`src/hdl/rsa_pkg.sv`:
```
// Shared types and constants for the reference-counted slot allocator.
// No dependencies; used by the top level and the testbench.
`default_nettype none

package rsa_pkg;

  // Default sizing, handed to the top-level parameters
  localparam int NUM_SLOTS_DEF  = 64;
  localparam int COUNT_BITS_DEF = 16;

  // Fixed payload field widths
  localparam int SLOT_W   = 6;
  localparam int COUNT_OW = 16;

  // Operation codes
  localparam logic [1:0] OP_ALLOC = 2'd0;
  localparam logic [1:0] OP_REF   = 2'd1;
  localparam logic [1:0] OP_REL   = 2'd2;
  localparam logic [1:0] OP_NOP   = 2'd3;

  // Status codes
  localparam logic [1:0] ST_OK      = 2'd0;
  localparam logic [1:0] ST_NOFREE  = 2'd1;
  localparam logic [1:0] ST_NOTUSED = 2'd2;
  localparam logic [1:0] ST_SAT     = 2'd3;

  // Request payload
  typedef struct packed {
    logic [1:0]        op;
    logic [SLOT_W-1:0] slot_id;
  } req_t;

  // Response payload
  typedef struct packed {
    logic [1:0]          status;
    logic [SLOT_W-1:0]   slot_out;
    logic                freed;
    logic [COUNT_OW-1:0] count_out;
  } rsp_t;

endpackage

`default_nettype wire

```
`src/hdl/rsa_count_mem.sv`:
```
// Reference count store: one write port, one read port, registered read data.
// No package dependencies.
`default_nettype none

module rsa_count_mem #(
  parameter int DEPTH = 64,
  parameter int WIDTH = 16
) (
  input  wire logic                     clk,
  input  wire logic                     we,
  input  wire logic [$clog2(DEPTH)-1:0] waddr,
  input  wire logic [WIDTH-1:0]         wdata,
  input  wire logic                     re,
  input  wire logic [$clog2(DEPTH)-1:0] raddr,
  output logic      [WIDTH-1:0]         rdata
);

  logic [WIDTH-1:0] mem [DEPTH];

  // write port
  always_ff @(posedge clk) begin
    if (we) begin
      mem[waddr] <= wdata;
    end
  end

  // read port, registered; data holds while re is low
  always_ff @(posedge clk) begin
    if (re) begin
      rdata <= mem[raddr];
    end
  end

endmodule

`default_nettype wire

```
`src/hdl/rsa_slot_search.sv`:
```
// Rotating first-free search over the per-slot free flags.
// No package dependencies.
`default_nettype none

module rsa_slot_search #(
  parameter int NUM_SLOTS = 64
) (
  input  wire logic [NUM_SLOTS-1:0]         free_vec,
  input  wire logic [$clog2(NUM_SLOTS)-1:0] start,
  output logic                              found,
  output logic      [$clog2(NUM_SLOTS)-1:0] idx
);

  localparam int IDX_W = $clog2(NUM_SLOTS);

  logic [NUM_SLOTS-1:0] upper;
  logic [IDX_W-1:0]     upper_idx;
  logic [IDX_W-1:0]     any_idx;

  // free slots at or above the start point
  always_comb begin
    for (int i = 0; i < NUM_SLOTS; i++) begin
      upper[i] = free_vec[i] && (IDX_W'(i) >= start);
    end
  end

  // lowest set bit of each vector
  always_comb begin
    upper_idx = '0;
    any_idx   = '0;
    for (int i = NUM_SLOTS - 1; i >= 0; i--) begin
      if (upper[i]) begin
        upper_idx = IDX_W'(i);
      end
      if (free_vec[i]) begin
        any_idx = IDX_W'(i);
      end
    end
  end

  // prefer the upper part, otherwise wrap to the bottom
  assign found = |free_vec;
  assign idx   = (|upper) ? upper_idx : any_idx;

endmodule

`default_nettype wire

```
`src/hdl/refcounted_slot_allocator.sv`:
```
// Reference-counted slot allocator, top level: sequencer, in-use flags, response register.
// Depends on rsa_pkg, rsa_count_mem and rsa_slot_search.
//
// Usage:
//   Requests arrive on req/req_valid/req_ready, responses leave on
//   rsp/rsp_valid/rsp_ready. Every request gives exactly one response,
//   in order.
//   A request is captured on acceptance; the sequencer then enters its
//   execute state and registers the response once the response register is free.
//   Each request passes through the count memory read (registered)
//   followed by the modify/write-back step, and no new request is taken
//   until that step has completed.
//   Allocate uses a combinational rotating search over the in-use flags,
//   starting after the slot handed out last.
//   If the response register is still full the sequencer holds in its
//   execute cycle and takes no new request until the register frees.
//   Reset clears the in-use flags and last-given pointer at once; a slot
//   whose flag is clear reads as count zero, so the count memory needs
//   no clearing pass and the block is ready as soon as reset is released.
`default_nettype none

module refcounted_slot_allocator #(
  parameter int NUM_SLOTS  = rsa_pkg::NUM_SLOTS_DEF,
  parameter int COUNT_BITS = rsa_pkg::COUNT_BITS_DEF
) (
  input  wire logic          clk,
  input  wire logic          rst,
  input  wire rsa_pkg::req_t req,
  input  wire logic          req_valid,
  output logic               req_ready,
  output rsa_pkg::rsp_t      rsp,
  output logic               rsp_valid,
  input  wire logic          rsp_ready
);

  import rsa_pkg::*;

  localparam int IDX_W = $clog2(NUM_SLOTS);
  localparam logic [COUNT_BITS-1:0] CMAX = '1;

  typedef enum logic {S_IDLE, S_EXEC} state_t;

  state_t                  state;
  logic [NUM_SLOTS-1:0]    in_use;
  logic [IDX_W-1:0]        last_given;
  logic [1:0]              op;
  logic [SLOT_W-1:0]       slot;
  logic [IDX_W-1:0]        slot_idx;
  logic                    in_store;

  logic                    accept;
  logic                    fire;
  logic [IDX_W+SLOT_W-1:0] req_ext;
  logic                    req_in_store;
  logic [COUNT_BITS-1:0]   rdata;
  logic [COUNT_BITS-1:0]   cnt;
  logic [IDX_W-1:0]        start;
  logic                    found;
  logic [IDX_W-1:0]        found_idx;
  logic [IDX_W+SLOT_W-1:0] found_ext;

  logic                    we;
  logic [IDX_W-1:0]        waddr;
  logic [COUNT_BITS-1:0]   cnt_next;
  logic                    set_use;
  logic                    clr_use;
  logic                    take_last;
  rsa_pkg::rsp_t           rsp_next;
  logic [COUNT_BITS+COUNT_OW-1:0] cnt_ext;

  // request decode
  assign req_ready    = (state == S_IDLE);
  assign accept       = req_valid && req_ready;
  assign req_ext      = (IDX_W + SLOT_W)'(req.slot_id);
  assign req_in_store = 32'(req.slot_id) < 32'(NUM_SLOTS);

  rsa_count_mem #(
    .DEPTH (NUM_SLOTS),
    .WIDTH (COUNT_BITS)
  ) u_mem (
    .clk   (clk),
    .we    (we),
    .waddr (waddr),
    .wdata (cnt_next),
    .re    (accept),
    .raddr (req_ext[IDX_W-1:0]),
    .rdata (rdata)
  );

  // search starts one past the last slot handed out
  assign start = (last_given == IDX_W'(NUM_SLOTS - 1)) ? '0 : last_given + IDX_W'(1);

  rsa_slot_search #(
    .NUM_SLOTS (NUM_SLOTS)
  ) u_search (
    .free_vec (~in_use),
    .start    (start),
    .found    (found),
    .idx      (found_idx)
  );

  assign found_ext = (IDX_W + SLOT_W)'(found_idx);

  // a slot with a clear flag, or outside the store, counts as zero
  assign cnt = (in_store && in_use[slot_idx]) ? rdata : '0;

  // the execute cycle completes once the response register can take data
  assign fire = (state == S_EXEC) && (!rsp_valid || rsp_ready);

  // modify step
  always_comb begin
    rsp_next.status    = ST_OK;
    rsp_next.slot_out  = slot;
    rsp_next.freed     = 1'b0;
    cnt_next           = cnt;
    waddr              = slot_idx;
    we                 = 1'b0;
    set_use            = 1'b0;
    clr_use            = 1'b0;
    take_last          = 1'b0;
    case (op)
      OP_ALLOC: begin
        if (found) begin
          rsp_next.slot_out = found_ext[SLOT_W-1:0];
          cnt_next          = COUNT_BITS'(1);
          waddr             = found_idx;
          we                = fire;
          set_use           = fire;
          take_last         = fire;
        end else begin
          rsp_next.status   = ST_NOFREE;
          rsp_next.slot_out = '0;
          cnt_next          = '0;
        end
      end
      OP_REF: begin
        if (cnt == '0) begin
          rsp_next.status = ST_NOTUSED;
        end else if (cnt == CMAX) begin
          rsp_next.status = ST_SAT;
        end else begin
          cnt_next = cnt + COUNT_BITS'(1);
          we       = fire;
        end
      end
      OP_REL: begin
        if (cnt == '0) begin
          rsp_next.status = ST_NOTUSED;
        end else begin
          cnt_next       = cnt - COUNT_BITS'(1);
          we             = fire;
          rsp_next.freed = (cnt == COUNT_BITS'(1));
          clr_use        = fire && (cnt == COUNT_BITS'(1));
        end
      end
      default: begin
        // no operation: report the current count
      end
    endcase
    cnt_ext            = (COUNT_BITS + COUNT_OW)'(cnt_next);
    rsp_next.count_out = cnt_ext[COUNT_OW-1:0];
  end

  // sequencer, flags and response register
  always_ff @(posedge clk) begin
    if (rst) begin
      state      <= S_IDLE;
      in_use     <= '0;
      last_given <= '0;
      rsp_valid  <= 1'b0;
    end else begin
      case (state)
        S_IDLE: begin
          if (accept) begin
            state <= S_EXEC;
          end
        end
        S_EXEC: begin
          if (fire) begin
            state <= S_IDLE;
          end
        end
        default: begin
          state <= S_IDLE;
        end
      endcase

      if (set_use) begin
        in_use[waddr] <= 1'b1;
      end
      if (clr_use) begin
        in_use[waddr] <= 1'b0;
      end
      if (take_last) begin
        last_given <= found_idx;
      end

      if (fire) begin
        rsp_valid <= 1'b1;
      end else if (rsp_ready) begin
        rsp_valid <= 1'b0;
      end
    end
  end

  // request capture and response payload
  always_ff @(posedge clk) begin
    if (accept) begin
      op       <= req.op;
      slot     <= req.slot_id;
      slot_idx <= req_ext[IDX_W-1:0];
      in_store <= req_in_store;
    end
    if (fire) begin
      rsp <= rsp_next;
    end
  end

endmodule

`default_nettype wire

```
`config.mk`:
```
export PLATFORM = sky130hd
export DESIGN_NAME = refcounted_slot_allocator
export DESIGN_NICKNAME = d
export VERILOG_FILES = /design/src/hdl/rsa_pkg.sv /design/src/hdl/rsa_count_mem.sv /design/src/hdl/rsa_slot_search.sv /design/src/hdl/refcounted_slot_allocator.sv
export SDC_FILE = /design/constraint.sdc
export NUM_CORES = 1
export LEC_CHECK = 0
export BUFFER_PORTS_ARGS = -buffer_cell sky130_fd_sc_hd__buf_2
export CAP_MARGIN = 20
export CORE_AREA = 2 2 421 256
export DETAILED_ROUTE_END_ITERATION = 6
export DIE_AREA = 0 0 423 258
export PLACE_DENSITY = 0.58
export SYNTH_ARGS = -nofsm -noshare
export SYNTH_HDL_FRONTEND = slang
export SYNTH_SLANG_ARGS = --single-unit
```
`constraint.sdc`:
```
create_clock -name clk -period 18.4 [get_ports clk]
set_clock_uncertainty 0.15 [all_clocks]
set_input_delay 1.84 -clock clk [delete_from_list [all_inputs] [get_ports clk]]
set_output_delay 1.84 -clock clk [all_outputs]
set_load 0.05 [all_outputs]
```
==> results of run 1 <==
## area by class of cell
| type | instances | area, um^2 |
|---|---|---|
| tap | 1425 | 1780 |
| sequential | 1145 | 33700 |
| timing repair buffer | 143 | 1070 |
| inverter | 36 | 135 |
| antenna | 1 | 2.50 |
| multi-input combinational | 1443 | 15100 |
| clock buffer | 112 | 2620 |
| fill | 8428 | 50700 |
| clock inverter | 76 | 852 |
## power by group through the flow
| stage | combinational [mW] | sequential, mW | clock [mW] |
|---|---|---|---|
| floorplan | 0.148 | 2.89 | 0 |
| global placement | 0.235 | 2.89 | 0 |
| detailed placement | 0.236 | 2.89 | 0 |
| CTS | 0.237 | 2.84 | 2.26 |
| global route | 0.249 | 2.84 | 2.37 |
| finish | 0.238 | 2.84 | 2.23 |
## worst max-delay path by stage
stage,cells after the start,from,slack (ps),endpoint
global route,16,last_given[0],10370,u_mem.mem[47][11]
finish,16,last_given[0],10600,u_mem.mem[47][4]
detailed placement,16,last_given[0],10940,u_mem.mem[15][4]
global placement,16,last_given[0],10880,u_mem.mem[63][15]
floorplan,19,slot_idx[0],10820,rsp[15]
CTS,16,last_given[1],10960,u_mem.mem[15][0]
## layer usage
| layer | wire, um | track usage (%) | part of all wire [%] |
|---|---|---|---|
| met5 | 27 | 0 | 0.018 |
| met4 | 2150 | 4.84 | 1.5 |
| met3 | 16400 | 6.63 | 11 |
| met2 | 60000 | 35.8 | 41 |
| met1 | 68900 | 45.0 | 47 |
## metrics by stage
stage / total power [mW] / worst slack [ps]
after floorplan: 3.04 / 10820
after global routing: 5.45 / 10370
final: 5.30 / 10600
after CTS: 5.33 / 10960
after global placement: 3.13 / 10880
after detailed placement: 3.13 / 10940
## cells by family after synthesis
logic type | after synthesis
DFF | 1145
muxes | 367
adders and majority gates | 6
and+or+nand+nor | 593
AOI/OAI and AO/OA | 462
buffers and inverters | 210
xor gates and xnor gates | 15
## critical path: stages (launching register included)
cell	delay [ps]
dfxtp_1	790
ha_1	260
buf_4	380
a21oi_1	230
o21ai_1	280
nand2_1	560
a21oi_1	780
o211ai_1	180
o211a_1	170
o31ai_1	660
a21oi_1	350
o21ai_4	220
buf_4	490
a31oi_1	170
buf_4	250
nand2b_1	420
nor2_2	980
## placed cells by master (no fill, tap or decap), types with 12 or more instances in the layout
| master | Yosys | routed |
|---|---|---|
| nand4_1 | 27 | 27 |
| nor3_1 | 98 | 71 |
| inv_1 | 36 | 36 |
| nor2b_1 | 29 | 28 |
| a211oi_1 | 53 | 53 |
| nor3_2 | 20 | 42 |
| nor2_1 | 125 | 104 |
| dfxtp_1 | 72 | 72 |
| o211ai_1 | 14 | 14 |
| o21ai_1 | 13 | 12 |
| mux4_2 | 356 | 356 |
| clkinv_2 | 0 | 19 |
| o21ai_0 | 68 | 63 |
| nand3_1 | 38 | 38 |
| a21oi_1 | 112 | 110 |
| and2_1 | 22 | 21 |
| clkinv_1 | 0 | 27 |
| nor4_1 | 15 | 13 |
| a31oi_1 | 44 | 43 |
| nand2b_1 | 27 | 27 |
| or3_1 | 17 | 17 |
| bufinv_16 | 0 | 15 |
| buf_2 | 37 | 35 |
| a21boi_0 | 12 | 12 |
| buf_4 | 11 | 100 |
| nand2_1 | 109 | 109 |
| edfxtp_1 | 1073 | 1073 |
| clkbuf_16 | 0 | 103 |
| nor2_2 | 0 | 21 |
## sequential cells by signal, indices dropped and copies added, names as in the netlist
register and count:
in_use 64, last_given 6, op 2, rsp 25, rsp_valid 1, slot_idx 6
state 1, u_mem.mem 1024, u_mem.rdata 16
==> results.yml, run 1 <==
synth:
  synth_top_family_by_area: "multiplexers"
  synth-async-reset-ratio_pct: 0
  synth_area_leaders: "edfxtp_1, mux4_2, dfxtp_1"
  yosysMostFrequentCell: "edfxtp_1"
  synth_cell_types: 104
  yosys_warnings: 0
  synth_compound_area_share_pct: 6.38
  ys_seq_elements: 1145
  synth_edf_count: 1073
  synth.area.mux_share_pct: 16.5
  yosys.area_share.simple_pct: 6.43
  synth_top_area_share_pct: 65.4
  synth.cell_area_um2: 49300
  synth.avg_cell_area_um2: 17.6
  yosys.area_share.adder_pct: 0.152
  yosys.area_share.xor_xnor_pct: 0.320
  synthTopCellsByCount: "edfxtp_1, mux4_2, nor2_1"
  synth_ff_type: "edfxtp_1"
  syn-instance-count: 2798
  synth-seq-area-share_pct: 68.3
  synth_top_area_cell: "edfxtp_1"
  synth_nets: 2816
global_routing:
  grt_pass1_vias: 27500
  grt_usage_pct: 27.0
  antenna_found_initial: 13
  grt_max_degree: 105
  grt_pass1_wl_um: 210000
  grt_overflow: 0
timing:
  rsz0062_at_grt: "false"
  setup_tns_ps: 0
  final.period_utilization_pct: 42.4
  finalSetupViolations: 0
  fin_crit_ps: 7800
  hold_viol: 0
  slew_violations: 0
  fmax_mhz: 128
  tightest_slew_ps: 1110
  slew_headroom_pct: 25.9
  fin_hold_ws_ps: 353
worst_setup_path:
  worstSetupPathType: "register to register"
  crit_arrival_ps: 7980
  cp-end-kind: "register"
  rrSetupSlack_ps: 10600
  worstPathRequired_ps: 18580
  r2r_end: "u_mem.mem[47][4]"
  r2r_start: "last_given[0]"
  worst_setup_path_start_kind: "register"
  reg2reg_depth: 16
  cp_max_fo: 47
place:
  dpl_cell_area_um2: 51700
  placed_cells: 4189
  io_buffer_count: 38
  place.gp.congestion: 0.929
  hpwl_um: 96400
power_and_ir_drop:
  power_density_nw_per_um2: 96.0
  p_clk_share_pct: 42.0
  ir_worst_vdd_v: 0.000100
  p_int_mw: 4.14
  p_leak_nw: 19.0
  p_sw_share_pct: 21.8
  p_sw_mw: 1.16
  pwr-share-comb_pct: 4.5
  power_frac_seq_pct: 53.5
clock_tree:
  cts_resized: 0
  cts-root-buf: "clkbuf_16"
  htree_levels: 3
  post_cts_buffers: 0
  clk_path_buf_depth: 3
  cts_made_buffers: 103
  insertion_delay_ps: 730
  cts_tree: "done"
  clkTransAtPathRegs_ps: 60
  cts_sinks: 1145
  cts_hold_buffers: 0
hold_path:
  min_to: "rsp_valid"
  hold_depth: 2
  worstHoldStart: "rsp_valid"
  min_path_type: "register to register"
final_layout:
  fin_area_um2: 55200
  fin_cells: 4381
  area_delta_synth_final_pct: 12.1
  layout.nets: 2890
  final_util_pct: 52.1
  layout-drive-gt1-share_pct: 26.8
floorplan:
  core_area_um2: 106000
  die_area_um2: 109000
  io_pins: 39
  die_h_um: 258
  rows: 93
  start_util_pct: 46.5
  die-width_um: 423
run:
  maxCapViolCount: 0
route:
  wire_per_inst_um: 33.7
  totalWireLength_um: 147000
  first_pass_iters: 5
  via_per_inst: 6.61
  drc: 0
  ant_nets: 0
  via_count: 29000
  drtIter0Drc: 4622
outcome:
  outcome: "finished, final reports clean"
No activity file was read; power rests on OpenSTA's default activity.
==> run 2: changes to the inputs <==
Settings changed: PLACE_DENSITY 0.58 to 0.6.
Clock period 18.4 ns to 6.9 ns, I/O delays scaled along.
==> results.yml, run 2 (synthesis gave the netlist of run 1 again) <==
run:
  maxCapViolCount: 0
final_layout:
  final_cell_mix: "edfxtp_1, mux4_2, buf_4"
  largest_registers: "u_mem.mem x1024, in_use x64, rsp x25"
  fin_area_um2: 55600
  num-fill-cells: 8422
  layout-drive-gt1-share_pct: 28.3
  area_delta_synth_final_pct: 12.9
  multi_input_area_um2: 15100
  layout.nets: 2953
  top_register: "u_mem.mem"
  final_common_cell: "edfxtp_1"
  largest_reg_flops: 1024
  fin_cells: 4447
  seq_area_um2: 33700
outcome:
  outcome: "finished, final reports clean"
power_and_ir_drop:
  p_clk_share_pct: 41.1
  p_sw_share_pct: 21.8
  p_sw_mw: 3.05
  pwr-share-comb_pct: 4.8
  ir_worst_vdd_v: 0.000233
  totalPowerFinal_mw: 14.0
  power_frac_seq_pct: 54.1
  power_density_nw_per_um2: 251
  p_leak_nw: 19.2
  p_int_mw: 10.9
clock_tree:
  insertion_delay_ps: 720
  clkTransAtPathRegs_ps: 70
  cts_made_buffers: 101
  cts-root-buf: "clkbuf_16"
  cts_tree: "done"
  cts_resized: 0
  cts_hold_buffers: 2
  post_cts_buffers: 0
  htree_levels: 3
  cts_sinks: 1145
  clk_path_buf_depth: 3
timing:
  slew_violations: 0
  rsz0062_at_grt: "false"
  setup_tns_ps: 0
  fin_hold_ws_ps: 142
  hold_viol: 0
  finalSetupViolations: 0
  final.period_utilization_pct: 92.7
  slew_headroom_pct: 23.6
  tightest_slew_ps: 1130
  fmax_mhz: 156
  fin_crit_ps: 6390
floorplan:
  io_pins: 39
  die_area_um2: 109000
  rows: 93
  core_area_um2: 106000
  start_util_pct: 46.5
  die-width_um: 423
  die_h_um: 258
route:
  via_per_inst: 6.62
  wire_per_inst_um: 33.8
  via_count: 29400
  drc: 0
  ant_nets: 0
  first_pass_iters: 6
  drtIter0Drc: 4797
  totalWireLength_um: 150000
worst_setup_path:
  crit_top_cell: "a21oi_1"
  worstPathRequired_ps: 7070
  path_cells: "ha_1 > buf_4 > a21oi_1 > o21ai_0 > nand3_1 > a21oi_1 > nor4b_2 > o211a_1 > o2111a_1 > a2111oi_2 > or3_1 > a31oi_1 > nand2b_1 > nor2_2"
  cp_max_fo: 23
  slowest_delay_ps: 870
  crit_slowest_cell: "nor2_2"
  worst_setup_path_start_kind: "register"
  worstSetupPathType: "register to register"
  cp-end-kind: "register"
  crit_arrival_ps: 6560
  crit_buf_inv: 1
  crit_family: "compound AO/OA/AOI/OAI gates"
global_routing:
  antenna_found_initial: 15
  grt_pass1_vias: 27400
  grt_pass1_wl_um: 212000
  grt_overflow: 0
  grt_max_degree: 117
  grt_usage_pct: 27.4
hold_path:
  min_path_type: "input port to register"
place:
  hpwl_um: 103000
  placed_cells: 4254
  dpl_cell_area_um2: 52200
  place.gp.congestion: 1.04
  io_buffer_count: 38
## run 2: cell count changes in the layout (fill, tap and decap cells not counted), moves of 3 or more
cell and delta:
buf_4 +60, buf_12 +8, clkinv_1 -10, inv_6 +3
clkinv_2 +4, clkbuf_1 +11, bufinv_16 -4
## run 2: cell type report
class | count | area share (%)
diodes | 3 | 0.0135
inverters | 36 | 0.243
flip-flops and latches | 1145 | 60.6
clock inverters | 63 | 1.12
repair buffers | 208 | 2.93
well taps | 1425 | 3.21
multi-input cells | 1443 | 27.1
clock buffers | 124 | 4.81
## run 2: metal layers
metal | GRT usage (%) | vias to the layer above | wire length [um]
met5 | 0 | - | 20
met1 | 45.1 | 15500 | 67200
met4 | 4.72 | 2 | 2070
li1 | - | 11900 | -
met3 | 10.3 | 143 | 22200
met2 | 34.4 | 1908 | 58700
## run 2: power by group through the flow
| stage | Combinational, mW | Sequential [mW] | Clock, mW |
|---|---|---|---|
| 3_5_place_dp | 0.654 | 7.71 | 0 |
| 6_report | 0.670 | 7.56 | 5.73 |
| 2_1_floorplan | 0.394 | 7.71 | 0 |
| 5_1_grt | 0.696 | 7.55 | 6.08 |
| 3_3_place_gp | 0.653 | 7.71 | 0 |
| 4_1_cts | 0.656 | 7.55 | 5.82 |
## run 2: worst paths after layout
path | slack (ps) | from | to | cells after the start
min | 140 | req_valid | state | 3
min reg2reg | 370 | rsp_valid | rsp_valid | 2
max | 510 | last_given[0] | u_mem.mem[63][10] | 14
max reg2reg | 510 | last_given[0] | u_mem.mem[63][10] | 14
## run 2: tightest hold or removal path, stage by stage
cell    delay [ps]
buf_2          100
nor2_1          90
nor3_1          50
## run 2: metrics by stage
stage	setup slack [ps]	util (%)
final	507	52.5
after global routing	224	52.5
after CTS	459	52.5
after detailed placement	454	49.3
after global placement	635	49.3
after floorplan	127	-
